==> config.mk <==
export PLATFORM = sky130hd
export DESIGN_NAME = chol_ram
export DESIGN_NICKNAME = d
export VERILOG_FILES = /design/src/rtl/chol_ram.sv
export SDC_FILE = /design/constraint.sdc
export NUM_CORES = 1
export LEC_CHECK = 0
export BUFFER_PORTS_ARGS = -buffer_cell sky130_fd_sc_hd__buf_4
export CAP_MARGIN = 20
export CORE_AREA = 2 2 348 350
export CTS_CLUSTER_DIAMETER = 60
export CTS_CLUSTER_SIZE = 24
export DETAILED_ROUTE_END_ITERATION = 10
export DIE_AREA = 0 0 350 352
export GPL_ROUTABILITY_DRIVEN = 0
export PLACE_DENSITY_LB_ADDON = 0.05
export SYNTH_ARGS = -nofsm -noshare
export SYNTH_HDL_FRONTEND = slang
export SYNTH_SLANG_ARGS = --single-unit
==> constraint.sdc <==
create_clock -name clk -period 4.21 [get_ports clk]
set_input_delay 0.842 -clock clk [delete_from_list [all_inputs] [get_ports clk]]
set_output_delay 0.842 -clock clk [all_outputs]
set_load 0.01 [all_outputs]
==> src/rtl/chol_ram.sv <==
// generic single-port ram with registered read
module chol_ram #(
  parameter int Width = 32,
  parameter int Depth = 36
) (
  input  logic                     clk,
  input  logic                     we,
  input  logic [$clog2(Depth)-1:0] addr,
  input  logic [Width-1:0]         wdata,
  output logic [Width-1:0]         rdata
);

  logic [Width-1:0] mem [Depth];

  // write and registered read
  always_ff @(posedge clk) begin
    if (we) begin
      mem[addr] <= wdata;
    end
    rdata <= mem[addr];
  end

endmodule

# Word-level counts from Yosys, hierarchy flattened
# Memories as Yosys holds them, arrays and structs flattened. A register that Yosys moved wholly into a read port is not among the register bits.
# Index checks and enable logic that the tools add are counted.
# word_totals
reg_bits	0
inputBits	40
word_cells	3
ram_bits	1152
mem_count	1
output_inout_bits	32
# memory_table
memory	depth	width	rd	rd_clocked_by_memory_dff	wr	line	source
mem	36	32	1	1	1	13	logic [Width-1:0] mem [Depth];
# op_classes
n_mux	2
# ops
operator	n
1-bit two-way mux	2

# Logic depth before layout (Yosys ltp)
# depth
depth_word	2
mapped_depth	10

# Worst setup path after synthesis
# Ideal clock, no wire load.
# synth_path
path_kind	input to register
startpoint	input port addr[2]
endpoint	memory mem[33][0] (enable)
setup_slack_ps	547
required_time_ps	3789
path_stages	7
t_arrival_ps	3242
path_cell_list	buf_4 buf_4 buf_4 buf_4 nor2b_1 nand2_1 nor2_1
# synth_lines
item	line	source
start, declared	8	input logic [$clog2(Depth)-1:0] addr,
end, declared	13	
# No word-level cell before the write port.

==> impl_metrics.ini <==
[clocking]
root_buffer = clkbuf_16
path_clk_slew_ps = 90
clock_latency_ps = 720
clock-sinks = 1184
cts_resized = 0
cts_tree = done
cts.path.max_buffers = 3
cts_setup_buffers = 0
cts_hold_buf = 0
ctsHtreeMaxLevel = 3
cts_buffers = 106

[route]
drc_errors = 0
route.vias.total = 24800
firstDrtPassIters = 5
vias_per_cell = 5.85
post_drt_wl_per_cell_um = 36.4
drt_iter0_drc = 2717
drt_wl_total_mm = 154
ant_nets = 0

[logic_synthesis]
synth_top_area_cell = edfxtp_1
synthCells = 2354
ys_seq_area_share_pct = 77.9
synth_top_area_share_pct = 76.5
synth_warnings = 0
netlist_top_cells_area = edfxtp_1 (76%), mux4_2 (5.0%), mux2i_1 (2.8%)
synth_cell_type_count = 66
synth-edff-count = 1152
syn_area_um2 = 45200
async_reset_ff_share_pct = 0
synth.avg_cell_area_um2 = 19.2
ys.flop_type = edfxtp_1
synth-seq-cells = 1184
synth_nets = 2394

[sta]
fin_tns_setup_ps = 0
drv_slew = 0
skew_ps = 27.8
maxSlewHeadroom_pct = 32.2
fmax_ghz = 0.365
finalCritPeriodShare_pct = 65.0
finalHoldViolations = 0
period_needed_ps = 2740
tightest_slew_ps = 1020
setup_violations = 0
rsz0062_at_grt = false

[placement]
port-buffer-count = 71
dp_hpwl_mm = 88.4

[cells_and_area]
fillCellCount = 10400
layout_common_cells = edfxtp_1 (1,152), buf_4 (192), mux2i_1 (126)
nNetsFinal = 2573
synthToLayoutAreaGrowth_pct = 16.1
multi_input_area_um2 = 9360
seqCellArea_um2 = 35200
drive_above_1_share_pct = 25.3
final_common_cell = edfxtp_1

[power]
p_leak_uw = 0.0168
powerDensity_nw_per_um2 = 480
power.total_uw = 25200
ir_worst_vdd_mv = 0.330

[floorplanning]
pin_count = 72
coreArea_um2 = 119000
num_rows = 127
die-area_um2 = 123000
start_util_pct = 37.9
die_h_um = 352
die_w_um = 350

[setup_path]
end_kind = flop
crit_type = in2reg
reg2reg_depth = 5
cp.arrival_ps = 3310
worstPathRequired_ps = 4780
startpoint_type = primary input
critPathMaxFanout = 72

[global_route]
track_usage_pct = 25.0
grt_pass1_wl_mm = 212
grt_remaining_overflow = 0
antenna_found_initial = 5
grt_pass1_vias = 24900
grt_max_degree = 77

[flow_run]
maxCapViolations = 0

[run_status]
status = finished, final reports clean

[worst_hold_path]
hold_path.class = in2reg
whs_path_depth = 1
logic make-up after synthesis:
logic type / share of synthesized area (%)
and+or+nand+nor: 2.48
DFF: 77.9
AOI/OAI and AO/OA: 7.12
buffers and inverters: 2.12
muxes: 10.4
synth_stat cells (all sizes together), types with 11 or more instances:
| master | instances |
|---|---|
| o211ai | 16 |
| buf | 115 |
| nand4 | 11 |
| nand3 | 19 |
| o22ai | 29 |
| mux2 | 95 |
| dfxtp | 32 |
| edfxtp | 1152 |
| a22oi | 92 |
| mux4 | 104 |
| clkbuf | 35 |
| nand2 | 84 |
| a22o | 19 |
| a21oi | 69 |
| nor2 | 91 |
| mux2i | 126 |
| a221oi | 90 |
| o21ai | 56 |
final timing paths:
check | slack, ps | from | to
min | 540 | wdata[15] | mem[4][15]
max | 1470 | addr[2] | rdata[14]
min reg2reg | 560 | mem[24][27] | rdata[27]
max reg2reg | 2300 | mem[4][22] | rdata[22]
per-stage QoR:
stage	cells	util, %	worst slack, ps	hold slack, ps	cell area [um^2]
after global placement	4036	40.7	769	554	48600
after floorplan	2354	-	547	522	45200
after detailed placement	4036	40.7	786	560	48600
final	4239	44.0	1470	544	52500
after global routing	4239	44.0	1450	539	52500
after CTS	4237	44.0	1530	514	52500
worst max-delay path, stage by stage:
cell      delay (ps)
buf_8            450
buf_12           370
mux2_2           420
a221oi_1         470
a21oi_1           90
o21ai_0          180
nand4_1          140
metal layers:
| layer | vias up | part of all wire (%) | GRT usage, % |
|---|---|---|---|
| li1 | 10100 | - | - |
| met1 | 13600 | 45 | 36.5 |
| met2 | 907 | 48 | 40.1 |
| met3 | 196 | 5.3 | 3.29 |
| met4 | 4 | 2.2 | 5.68 |
| met5 | - | 0.017 | 0 |
where the power goes:
group	leakage, uW	internal [uW]	switching (uW)	total [uW]
combinational	0.00434	450	936	1390
clock	0.00186	5750	5000	10700
sequential	0.0106	13000	47.9	13100
total	0.0168	19200	5980	25200
registers in the layout, indices dropped and copies added (netlist names):
name / cells
mem: 1152
rdata: 32
area by class of cell:
| type | count | area share, % |
|---|---|---|
| diodes | 1 | 0.00476 |
| repair buffers | 221 | 3.82 |
| well taps | 1612 | 3.84 |
| inverters | 3 | 0.0238 |
| flip-flops and latches | 1184 | 67.1 |
| clock buffers | 114 | 5.17 |
| clock inverters | 87 | 2.24 |
| multi-input cells | 1017 | 17.8 |
No activity file was read; power rests on OpenSTA's default activity.
